File: src/hdl/ppem_pkg.sv
// shared constants and types for the pulse period energy meter
// register indexes, reset values, opcodes and the sequencer state type
// no dependencies
package ppem_pkg;

    localparam int DEF_PHASES  = 3;
    localparam int GAIN_REGS   = 3;
    localparam int WORD_W      = 32;
    localparam int CNT_W       = 8;
    localparam int TIME_W      = 16;
    localparam int SPAN_W      = 17;
    localparam int CFG_ADDR_W  = 3;
    localparam int OP_W        = 2;
    localparam int PHASE_W     = 2;
    localparam int OUT_FIELDS  = 3;
    localparam int DIV_CNT_W   = 5;

    localparam logic [CFG_ADDR_W-1:0] CFG_GAIN_0   = 3'd0;
    localparam logic [CFG_ADDR_W-1:0] CFG_GAIN_1   = 3'd1;
    localparam logic [CFG_ADDR_W-1:0] CFG_GAIN_2   = 3'd2;
    localparam logic [CFG_ADDR_W-1:0] CFG_STEP     = 3'd3;
    localparam logic [CFG_ADDR_W-1:0] CFG_INTERVAL = 3'd4;
    localparam logic [CFG_ADDR_W-1:0] CFG_LIMIT    = 3'd5;
    localparam logic [CFG_ADDR_W-1:0] CFG_MAIN_SPAN = 3'd6;
    localparam logic [CFG_ADDR_W-1:0] CFG_AUX_SPAN = 3'd7;

    localparam logic [WORD_W-1:0] RST_STEP     = 32'd1000;
    localparam logic [CNT_W-1:0]  RST_INTERVAL = 8'd10;
    localparam logic [CNT_W-1:0]  RST_LIMIT    = 8'd50;
    localparam logic [SPAN_W-1:0] RST_SPAN     = 17'h10000;

    localparam logic [OP_W-1:0] OP_MAIN_TICK = 2'd0;
    localparam logic [OP_W-1:0] OP_AUX_TICK  = 2'd1;
    localparam logic [OP_W-1:0] OP_CAPTURE   = 2'd2;

    typedef enum logic [8:0] {
        ST_IDLE = 9'b000000001,
        ST_CAP  = 9'b000000010,
        ST_ACC  = 9'b000000100,
        ST_DIV  = 9'b000001000,
        ST_ADD  = 9'b000010000,
        ST_CMP  = 9'b000100000,
        ST_NXT  = 9'b001000000,
        ST_AGE  = 9'b010000000,
        ST_OUT  = 9'b100000000
    } t_state;

endpackage

File: src/hdl/pulse_period_energy_meter_core.sv
// pulse period energy meter: capture-based period measurement and energy counting
// one sequencer around a shared restoring divider, one quotient bit per cycle
// depends on ppem_pkg
//
// usage: input words arrive on s_axis (tuser holds opcode and phase, tdata the
// capture time); every accepted word gives one output word on m_axis holding
// all periods and energy counts after the word, plus the new-period flag.
// registers are written through i_cfg_we / i_cfg_addr / i_cfg_data; the user must
// write them only while idle, which the core itself does not enforce.
// a main tick with accumulation divides for each phase with a nonzero period
// through the single shared divider; a phase with a zero period skips the divide.
// s_axis_tready is high only while the sequencer is idle; one word is in work
// at a time and input ready rises again in the same cycle as output valid.
// the finished word sits in an output register, so a new input word can be
// taken while the receiver stalls; the following result waits for the output
// register to empty and holds the input off meanwhile.
// reset (synchronous, active low) clears all phase state and loads register
// defaults; output valid and input ready drop.
module pulse_period_energy_meter_core #(
    parameter int PHASES = ppem_pkg::DEF_PHASES
) (
    input  logic                                 i_clk,
    input  logic                                 i_rst_n,
    input  logic                                 i_cfg_we,
    input  logic [ppem_pkg::CFG_ADDR_W-1:0]      i_cfg_addr,
    input  logic [ppem_pkg::WORD_W-1:0]          i_cfg_data,
    input  logic                                 s_axis_tvalid,
    output logic                                 s_axis_tready,
    // capture_time
    input  logic [15:0]                          s_axis_tdata,
    // opcode [1:0], phase [3:2]
    input  logic [3:0]                           s_axis_tuser,
    output logic                                 m_axis_tvalid,
    input  logic                                 m_axis_tready,
    // period_a, period_b, period_c, energy_a, energy_b, energy_c
    output logic [191:0]                         m_axis_tdata,
    // new_period
    output logic [0:0]                           m_axis_tuser
);

    localparam int IDX_W     = (PHASES > 1) ? $clog2(PHASES) : 1;
    localparam int MAIN_LAST = ((PHASES < 2) ? PHASES : 2) - 1;
    localparam int LAST      = PHASES - 1;
    localparam int W         = ppem_pkg::WORD_W;

    // configuration
    logic [W-1:0]                   r_gain [ppem_pkg::GAIN_REGS];
    logic [W-1:0]                   r_step;
    logic [ppem_pkg::CNT_W-1:0]     r_interval;
    logic [ppem_pkg::CNT_W-1:0]     r_limit;
    logic [ppem_pkg::SPAN_W-1:0]    r_main_span;
    logic [ppem_pkg::SPAN_W-1:0]    r_aux_span;

    // phase state
    logic [ppem_pkg::CNT_W-1:0]     r_ovf    [PHASES];
    logic [ppem_pkg::TIME_W-1:0]    r_start  [PHASES];
    logic                           r_valid  [PHASES];
    logic [W-1:0]                   r_period [PHASES];
    logic [W-1:0]                   r_resid  [PHASES];
    logic [W-1:0]                   r_energy [PHASES];
    logic [ppem_pkg::CNT_W-1:0]     r_tick;

    // sequencer and working registers
    ppem_pkg::t_state               r_state;
    logic [IDX_W-1:0]               r_idx;
    logic [ppem_pkg::OP_W-1:0]      r_op;
    logic [ppem_pkg::TIME_W-1:0]    r_cap;
    logic                           r_new;
    logic [W-1:0]                   r_rem;
    logic [W-1:0]                   r_quo;
    logic [ppem_pkg::DIV_CNT_W-1:0] r_cnt;

    // output register
    logic                           r_m_valid;
    logic [191:0]                   r_m_data;
    logic                           r_m_new;

    logic [W-1:0]                   w_gain;
    logic [ppem_pkg::SPAN_W-1:0]    w_span;
    logic [W-1:0]                   n_period;
    logic [W:0]                     w_trial;
    logic [W-1:0]                   n_sum;
    logic [191:0]                   w_out;
    logic                           w_accept;
    logic [ppem_pkg::OP_W-1:0]      w_op;
    logic [ppem_pkg::PHASE_W-1:0]   w_phase;
    logic                           w_slot_free;

    assign w_op        = s_axis_tuser[1:0];
    assign w_phase     = s_axis_tuser[3:2];
    assign w_accept    = s_axis_tvalid && s_axis_tready;
    assign w_slot_free = !r_m_valid || m_axis_tready;

    assign s_axis_tready = i_rst_n && (r_state == ppem_pkg::ST_IDLE);
    assign m_axis_tvalid = r_m_valid;
    assign m_axis_tdata  = r_m_data;
    assign m_axis_tuser  = r_m_new;

    always_comb begin
        w_gain = '0;
        for (int g = 0; g < ppem_pkg::GAIN_REGS; g++) begin
            if (32'(r_idx) == g) begin
                w_gain = r_gain[g];
            end
        end
    end

    // period = span * overflows - start + capture, modulo 2^32
    assign w_span   = (32'(r_idx) < 2) ? r_main_span : r_aux_span;
    assign n_period = W'(w_span) * W'(r_ovf[r_idx]) - W'(r_start[r_idx]) + W'(r_cap);

    // restoring divide step
    assign w_trial = {r_rem, r_quo[W-1]} - {1'b0, r_period[r_idx]};
    assign n_sum   = r_resid[r_idx] + r_quo;

    always_comb begin
        w_out = '0;
        for (int p = 0; p < ppem_pkg::OUT_FIELDS; p++) begin
            if (p < PHASES) begin
                w_out[p*W +: W]                          = r_period[(p < PHASES) ? p : 0];
                w_out[(p+ppem_pkg::OUT_FIELDS)*W +: W]   = r_energy[(p < PHASES) ? p : 0];
            end
        end
    end

    // configuration writes
    always_ff @(posedge i_clk) begin
        if (!i_rst_n) begin
            for (int g = 0; g < ppem_pkg::GAIN_REGS; g++) begin
                r_gain[g] <= '0;
            end
            r_step      <= ppem_pkg::RST_STEP;
            r_interval  <= ppem_pkg::RST_INTERVAL;
            r_limit     <= ppem_pkg::RST_LIMIT;
            r_main_span <= ppem_pkg::RST_SPAN;
            r_aux_span  <= ppem_pkg::RST_SPAN;
        end else if (i_cfg_we) begin
            case (i_cfg_addr)
                ppem_pkg::CFG_GAIN_0:    r_gain[0]   <= i_cfg_data;
                ppem_pkg::CFG_GAIN_1:    r_gain[1]   <= i_cfg_data;
                ppem_pkg::CFG_GAIN_2:    r_gain[2]   <= i_cfg_data;
                ppem_pkg::CFG_STEP:      r_step      <= i_cfg_data;
                ppem_pkg::CFG_INTERVAL:  r_interval  <= i_cfg_data[ppem_pkg::CNT_W-1:0];
                ppem_pkg::CFG_LIMIT:     r_limit     <= i_cfg_data[ppem_pkg::CNT_W-1:0];
                ppem_pkg::CFG_MAIN_SPAN: r_main_span <= i_cfg_data[ppem_pkg::SPAN_W-1:0];
                ppem_pkg::CFG_AUX_SPAN:  r_aux_span  <= i_cfg_data[ppem_pkg::SPAN_W-1:0];
                default: ;
            endcase
        end
    end

    // working payload, no reset
    always_ff @(posedge i_clk) begin
        if (w_accept) begin
            r_cap <= s_axis_tdata;
        end
        if (r_state == ppem_pkg::ST_ACC) begin
            r_rem <= '0;
            r_quo <= w_gain;
        end else if (r_state == ppem_pkg::ST_DIV) begin
            if (!w_trial[W]) begin
                r_rem <= w_trial[W-1:0];
                r_quo <= {r_quo[W-2:0], 1'b1};
            end else begin
                r_rem <= {r_rem[W-2:0], r_quo[W-1]};
                r_quo <= {r_quo[W-2:0], 1'b0};
            end
        end
        if (r_state == ppem_pkg::ST_OUT && w_slot_free) begin
            r_m_data <= w_out;
            r_m_new  <= r_new;
        end
    end

    // sequencer
    always_ff @(posedge i_clk) begin
        if (!i_rst_n) begin
            r_state   <= ppem_pkg::ST_IDLE;
            r_idx     <= '0;
            r_op      <= ppem_pkg::OP_MAIN_TICK;
            r_new     <= 1'b0;
            r_cnt     <= '0;
            r_m_valid <= 1'b0;
            r_tick    <= '0;
            for (int p = 0; p < PHASES; p++) begin
                r_ovf[p]    <= '0;
                r_start[p]  <= '0;
                r_valid[p]  <= 1'b0;
                r_period[p] <= '0;
                r_resid[p]  <= '0;
                r_energy[p] <= '0;
            end
        end else begin
            if (r_m_valid && m_axis_tready && (r_state != ppem_pkg::ST_OUT)) begin
                r_m_valid <= 1'b0;
            end
            case (r_state)
                ppem_pkg::ST_IDLE: begin
                    if (w_accept) begin
                        r_op  <= w_op;
                        r_new <= 1'b0;
                        case (w_op)
                            ppem_pkg::OP_MAIN_TICK: begin
                                r_idx   <= '0;
                                r_state <= (r_tick > r_interval) ? ppem_pkg::ST_ACC
                                                                 : ppem_pkg::ST_AGE;
                            end
                            ppem_pkg::OP_AUX_TICK: begin
                                if (PHASES > 2) begin
                                    r_idx   <= IDX_W'(2);
                                    r_state <= ppem_pkg::ST_AGE;
                                end else begin
                                    r_idx   <= '0;
                                    r_state <= ppem_pkg::ST_OUT;
                                end
                            end
                            ppem_pkg::OP_CAPTURE: begin
                                if (32'(w_phase) < PHASES) begin
                                    r_idx   <= IDX_W'(w_phase);
                                    r_state <= ppem_pkg::ST_CAP;
                                end else begin
                                    r_idx   <= '0;
                                    r_state <= ppem_pkg::ST_OUT;
                                end
                            end
                            default: begin
                                r_idx   <= '0;
                                r_state <= ppem_pkg::ST_OUT;
                            end
                        endcase
                    end
                end
                ppem_pkg::ST_CAP: begin
                    if (r_valid[r_idx]) begin
                        r_period[r_idx] <= n_period;
                        r_new           <= 1'b1;
                    end
                    r_start[r_idx] <= r_cap;
                    r_ovf[r_idx]   <= '0;
                    r_valid[r_idx] <= 1'b1;
                    r_state        <= ppem_pkg::ST_OUT;
                end
                ppem_pkg::ST_ACC: begin
                    r_cnt   <= '1;
                    r_state <= (r_period[r_idx] != '0) ? ppem_pkg::ST_DIV : ppem_pkg::ST_NXT;
                end
                ppem_pkg::ST_DIV: begin
                    r_cnt <= r_cnt - 1'b1;
                    if (r_cnt == '0) begin
                        r_state <= ppem_pkg::ST_ADD;
                    end
                end
                ppem_pkg::ST_ADD: begin
                    r_resid[r_idx] <= n_sum;
                    r_state        <= ppem_pkg::ST_CMP;
                end
                ppem_pkg::ST_CMP: begin
                    if (r_resid[r_idx] >= r_step) begin
                        r_energy[r_idx] <= r_energy[r_idx] + 1'b1;
                        r_resid[r_idx]  <= r_resid[r_idx] - r_step;
                    end
                    r_state <= ppem_pkg::ST_NXT;
                end
                ppem_pkg::ST_NXT: begin
                    if (32'(r_idx) == LAST) begin
                        r_tick  <= '0;
                        r_idx   <= '0;
                        r_state <= ppem_pkg::ST_AGE;
                    end else begin
                        r_idx   <= r_idx + 1'b1;
                        r_state <= ppem_pkg::ST_ACC;
                    end
                end
                ppem_pkg::ST_AGE: begin
                    if (r_ovf[r_idx] < r_limit) begin
                        r_ovf[r_idx] <= r_ovf[r_idx] + 1'b1;
                    end else begin
                        r_period[r_idx] <= '0;
                        r_valid[r_idx]  <= 1'b0;
                    end
                    if (r_op == ppem_pkg::OP_MAIN_TICK) begin
                        if (32'(r_idx) == MAIN_LAST) begin
                            r_tick  <= r_tick + 1'b1;
                            r_state <= ppem_pkg::ST_OUT;
                        end else begin
                            r_idx <= r_idx + 1'b1;
                        end
                    end else begin
                        if (32'(r_idx) == LAST) begin
                            r_state <= ppem_pkg::ST_OUT;
                        end else begin
                            r_idx <= r_idx + 1'b1;
                        end
                    end
                end
                ppem_pkg::ST_OUT: begin
                    if (w_slot_free) begin
                        r_m_valid <= 1'b1;
                        r_state   <= ppem_pkg::ST_IDLE;
                    end
                end
                default: r_state <= ppem_pkg::ST_IDLE;
            endcase
        end
    end

`ifndef ASSERT_OFF
    a_busy_after_accept: assert property (@(posedge i_clk) disable iff (!i_rst_n)
        w_accept |=> !s_axis_tready)
        else $error("input taken while a word is in work");

    a_divisor_nonzero: assert property (@(posedge i_clk) disable iff (!i_rst_n)
        (r_state == ppem_pkg::ST_DIV) |-> (r_period[r_idx] != '0))
        else $error("divide started with a zero period");

    a_div_ends: assert property (@(posedge i_clk) disable iff (!i_rst_n)
        (r_state == ppem_pkg::ST_DIV && r_cnt == '0) |=> (r_state == ppem_pkg::ST_ADD))
        else $error("divide did not finish after its last step");

    a_out_loaded: assert property (@(posedge i_clk) disable iff (!i_rst_n)
        (r_state == ppem_pkg::ST_OUT && w_slot_free) |=> r_m_valid)
        else $error("finished word not presented");
`endif

endmodule

File: config.mk
export PLATFORM = sky130hd
export DESIGN_NAME = pulse_period_energy_meter_core
export DESIGN_NICKNAME = d
export VERILOG_FILES = /design/src/hdl/ppem_pkg.sv /design/src/hdl/pulse_period_energy_meter_core.sv
export SDC_FILE = /design/constraint.sdc
export NUM_CORES = 2
export LEC_CHECK = 0
export BUFFER_PORTS_ARGS = -buffer_cell sky130_fd_sc_hd__buf_2
export CORE_MARGIN = 5
export CORE_UTILIZATION = 53
export CTS_CLUSTER_SIZE = 16
export DETAILED_ROUTE_END_ITERATION = 8
export PLACE_DENSITY_LB_ADDON = 0.08
export SLEW_MARGIN = 20
export SYNTH_ARGS = -nofsm -noshare
export SYNTH_HDL_FRONTEND = slang
export SYNTH_SLANG_ARGS = --single-unit
File: constraint.sdc
create_clock -name i_clk -period 10.5 [get_ports i_clk]
set_clock_uncertainty 0.05 [all_clocks]
set_input_delay 0.525 -clock i_clk [delete_from_list [all_inputs] [get_ports i_clk]]
set_output_delay 0.525 -clock i_clk [all_outputs]
set_load 0.02 [all_outputs]
# --- After elaboration in Yosys (flattened, before gate mapping) ---
# Memory sizes are Yosys's and may differ from the RTL's. A register that Yosys moved wholly into a read port is not among the register bits.
# Index checks and enable logic that the tools add are counted.
classes:
  add_sub_neg: 10
  n_mul: 1
  n_lt_le_gt_ge: 5
  eq_ne: 32
  muxes: 111
  bitwise: 7
  reduce_logical: 33
ops:
  columns: ["cell", "count"]
  rows:
  - ["$mux 32", 14]
  - ["$reduce_or 32->1", 3]
  - ["$pmux 9 s9", 1]
  - ["$mux 9", 7]
  - ["$mux 8", 7]
  - ["$mux 1", 49]
  - ["$mux 2", 24]
  - ["$sub 33x32->33", 1]
  - ["$add 32x1->32 const B", 1]
  - ["$add 32x32->32", 1]
  - ["$ge 32x32->1", 1]
  - ["$reduce_bool 32->1", 1]
  - ["$sub 32x32->32", 1]
  - ["$add 26x17->27", 1]
  - ["$pmux 9 s3", 1]
  - ["$sub 25x16->26", 1]
  - ["$mul 17x8->25", 1]
  - ["$mux 17", 1]
  - ["$add 8x1->8 const B", 2]
  - ["$mux 16", 1]
  - ["$pmux 8 s2", 1]
  - ["$reduce_or 16->1", 1]
  - ["$eq 3x3->1 const B", 4]
  - ["$ne 2x2->1 const B", 6]
  - ["other kinds (41)", 68]
totals:
  reg_bits: 191
  ramBits: 459
  in_bits: 60
  output_inout_bits: 195
  memories: 7
memory_table:
  columns: ["memory", "depth", "word_bits", "read_ports", "rd_ports_with_merged_regs", "wr", "line_no", "source"]
  rows:
  - ["r_energy", 3, 32, 4, 4, 3, "pulse_period_energy_meter_core.sv:60", "logic [W-1:0] r_energy [PHASES];"]
  - ["r_gain", 3, 32, 3, 0, 3, "pulse_period_energy_meter_core.sv:47", "logic [W-1:0] r_gain [ppem_pkg::GAIN_REGS];"]
  - ["r_period", 3, 32, 4, 4, 3, "pulse_period_energy_meter_core.sv:58", "logic [W-1:0] r_period [PHASES];"]
  - ["r_resid", 3, 32, 1, 1, 3, "pulse_period_energy_meter_core.sv:59", "logic [W-1:0] r_resid [PHASES];"]
  - ["r_start", 3, 16, 1, 1, 3, "pulse_period_energy_meter_core.sv:56", "logic [ppem_pkg::TIME_W-1:0] r_start [PHASES];"]
  - ["r_ovf", 3, 8, 1, 1, 3, "pulse_period_energy_meter_core.sv:55", "logic [ppem_pkg::CNT_W-1:0] r_ovf [PHASES];"]
  - ["+1 memories", null, null, null, null, null, null, null]

# --- Depth between registers and ports, before layout ---
logic_depth:
  ltp_word: 8
  depth_mapped: 35
  ltp_nobuf: 29

# --- Least setup slack after synthesis ---
# OpenSTA, ideal clock, no wires.
synth_path:
  kind: "register to register"
  start: "register r_state[2]"
  end: "register r_m_data[0] (netlist: m_axis_tdata[0]), read port of r_period, enable pin"
  setup_ns: 0.719
  t_arrival_ns: 8.358
  required_ns: 9.731
  setup_slack_ns: 1.373
  path_stages_with_launch: 5
  n_path_buf: 0
  period_less_slack_ns: 9.127
  path_cell_list: "dfxtp_1 -> nor3_4 -> nor3b_4 -> nand3_1 -> nor2_1"
synth_between:
  elab_chain_len: 2
synth_rtl:
  columns: ["element", "line_no", "source"]
  rows:
  - ["start: declaration", "pulse_period_energy_meter_core.sv:64", "ppem_pkg::t_state r_state;"]
  - ["start signal: assignment", "pulse_period_energy_meter_core.sv:178", "r_state <= ppem_pkg::ST_IDLE;"]
  - ["start signal: assignment", "pulse_period_energy_meter_core.sv:205", "r_state <= (r_tick > r_interval) ? ppem_pkg::ST_ACC"]
  - ["start signal: assignment", "pulse_period_energy_meter_core.sv:211", "r_state <= ppem_pkg::ST_AGE;"]
  - ["$eq 9x9->1", "pulse_period_energy_meter_core.sv:169", "if (r_state == ppem_pkg::ST_OUT && w_slot_free) begin"]
  - ["$logic_and 1x1->1", "pulse_period_energy_meter_core.sv:169", null]
  - ["end: declaration", "pulse_period_energy_meter_core.sv:75", "logic [191:0] r_m_data;"]
# No other way between the ends.
# A chain may end at the register's enable or synchronous reset.

==> metrics.csv <==
metric;value;unit
status;completed;
drive_gt1_frac;0.1453;
synth_nets;4520;
intPower;7168;uW
worst_ep_required_time;10870;ps
yosysSeqAreaShare;0.5446;
synth_area_leaders;edfxtp_1 (48%), dfxtp_1 (6.1%), ha_1 (5.2%), mux4_2 (4.8%), fa_1 (4.5%);
synth_top_area_frac;0.4840;
hold_buffers;19;
wl_per_cell;21.54;um
ys_warn_count;0;
via_per_inst;5.689;
synth_simple_gate_area_frac;0.1288;
crit_path_max_incr_delay;820;ps
fmax;118.8;MHz
leakagePower;0.02153;uW
start_util;0.5316;
path_clk_slew;60;ps
swShare;0.2976;
synth-async-reset-ratio;0;
grt_pass1_wl;188900;um
drt_wl_total;121800;um
dr_total_vias;32170;
io-pin-count;255;
synthAdderAreaFrac;0.09643;
grt_max_degree;179;
core;91390;um2
post_cts.repair.setup_buffers;0;
p_switching;3037;uW
grt_overflow;0;
synth_cell_types;97;
crit_arrival;8790;ps
dp_hpwl;84140;um
ys_top_cells_by_count;edfxtp_1 (783), nor2_1 (464), nand2_1 (463), inv_1 (353), a21oi_1 (242);
syn2layout_area_growth;12.07;%
die_y;312.8;um
syn_avg_cell_area;11.70;um2
period_minus_slack;8419;ps
worstMarginPinSlew;1128;ps
cts.repair.resized;0;
clkSinkCount;930;
gp_congestion;0.9069;
synthMuxAreaShare;0.06588;
slowest_stage;dfxtp_4;
synth_top_family_by_area;simple AND/OR/NAND/NOR gates;
dieWidth;312.8;um
cts_tree;yes;
cts_buffer_depth;3;
fillerInstances;7587;
hold_path_class;in -> reg;
drv_cap;0;
drc;0;
pwr-share-clk;0.356;
powerDensity;187.4;nW/um2
drv_slew;0;
port_buffers;254;
rsz0062_at_grt;no;
synth_compound_area_frac;0.08839;
gr-usage-all-layers;0.2468;
path_common_cell;fa_1;
end_kind;register;
start_kind;register;
netlist_area;48580;um2
drtPass1Iterations;6;
cts-htree-levels;3;
critical_path.max_fanout;42;
synth_top_flop_cell;edfxtp_1;
yosysMostFrequentCell;edfxtp_1;
hold_viol;0;
critical_path_class;reg -> reg;
path_delay_family;adder cells;
post_synth_xor_area_fraction;0.02879;
drtIter0Drc;2592;
cts-root-buf;clkbuf_16;
cts-buffers-inserted;97;
insertion_delay;700;ps
relSlewSlack;0.2265;
fin_setup_tns;0;ps
p_comb_frac;0.230;
hold_ws;40.39;ps
worst-path-buf-inv;4;
synthesis.instances;4151;
ir_worst_vdd;0.1269;mV
postRouteAntennaNets;0;
ys_ff_latch;930;
num_rows;111;
grt_pass1_vias;31790;
finalCritPeriodShare;0.8018;
setup_violations;0;
synth-edff-count;783;
synth_top_area_cell;edfxtp_1;
pwr-share-seq;0.414;
antenna_found_initial;4;
dieArea;97820;um2
finalNetCount;4757;
reg2reg_slack;2080;ps
## metal layers
layer,part of all wire,track usage,vias to the layer above
met3,0.069,0.04469,134
met4,0.017,0.05259,2
li1,-,-,15140
met2,0.45,0.3799,964
met5,0.000099,0,-
met1,0.47,0.3723,15930
## worst register-to-register path: cells and delay by family, from the launching register on
family | cells | cell delay, ps
fa+ha+maj | 6 | 2660
mux | 1 | 660
buf+inv | 4 | 750
simple gates | 9 | 1410
compound gates | 6 | 1430
flops | 1 | 820
xor+xnor | 2 | 370
## flip-flops by register name, indices dropped and copies added, names as in the netlist, 9 cells and up, named ones only
signal	cells
r_step	32
r_resid	128
r_state	9
r_gain	96
r_period	108
r_ovf	32
r_aux_span	17
r_quo	32
r_main_span	17
r_cap	16
r_start	64
m_axis_tdata	177
r_rem	32
r_energy	128
## cell families (layout without fill, tap and decap cells)
logic type | Yosys count | in the layout
muxes | 176 | 176
xor gates and xnor gates | 158 | 158
adders and majority gates | 309 | 309
DFF | 930 | 930
buffers and inverters | 535 | 852
and+or+nand+nor | 1360 | 1360
AOI/OAI and AO/OA | 683 | 683
other | 0 | 1
## cell usage in the layout, fill, tap and decap left out, types with 42 or more instances in the layout
cell,n
buf_4,42
buf_2,254
dfxtp_1,145
and2_1,125
inv_1,353
o21ai_0,110
nor2_1,462
xor2_1,69
ha_1,198
a21o_1,63
fa_1,109
xnor2_1,87
a21oi_1,242
mux2i_1,45
nor2b_1,50
clkbuf_16,99
edfxtp_1,783
nand2_1,454
nand3_1,52
mux4_2,104
## metrics by stage
step | worst slack, ps | total power (uW) | instance area [um2] | cells | util
finish | 2081 | 10210 | 54450 | 5655 | 0.5958
CTS | 2120 | 10270 | 54440 | 5654 | 0.5958
floorplan | 1373 | 6036 | 48580 | 4151 | -
detailed placement | 2139 | 6631 | 50870 | 5456 | 0.5566
global route | 1545 | 10720 | 54440 | 5654 | 0.5958
global placement | 2202 | 6606 | 50870 | 5456 | 0.5566
## layout make-up
type                    count  area (um2)  share of cell area
flip-flops and latches    930       26460              0.4860
repair buffers            317        1817             0.03337
multi-input cells        2686       19960              0.3666
well taps                1186        1484             0.02725
diodes                      1       2.502          0.00004596
inverters                 356        1336             0.02454
clock inverters            50       706.9             0.01298
clock buffers             129        2680             0.04922
## power groups by stage
stage / combinational (uW) / sequential (uW) / clock [uW]
floorplan: 1760 / 4270 / 0
global placement: 2310 / 4300 / 0
finish: 2350 / 4220 / 3630
CTS: 2350 / 4220 / 3690
global route: 2620 / 4230 / 3860
detailed placement: 2330 / 4300 / 0
## final timing paths
kind,startpoint,end,cells past startpoint
setup / recovery,register,r_period[1][24]$_SDFFCE_PN0P_,28
hold / removal,i_cfg_data[30],r_step[30]$_SDFFE_PN0P_,3
setup reg to reg,register,r_period[1][24]$_SDFFCE_PN0P_,28
hold reg to reg,r_period[0][14]$_SDFFCE_PN0P_,m_axis_tdata[14]$_DFFE_PP_,0
No activity file was read; power rests on OpenSTA's default activity.
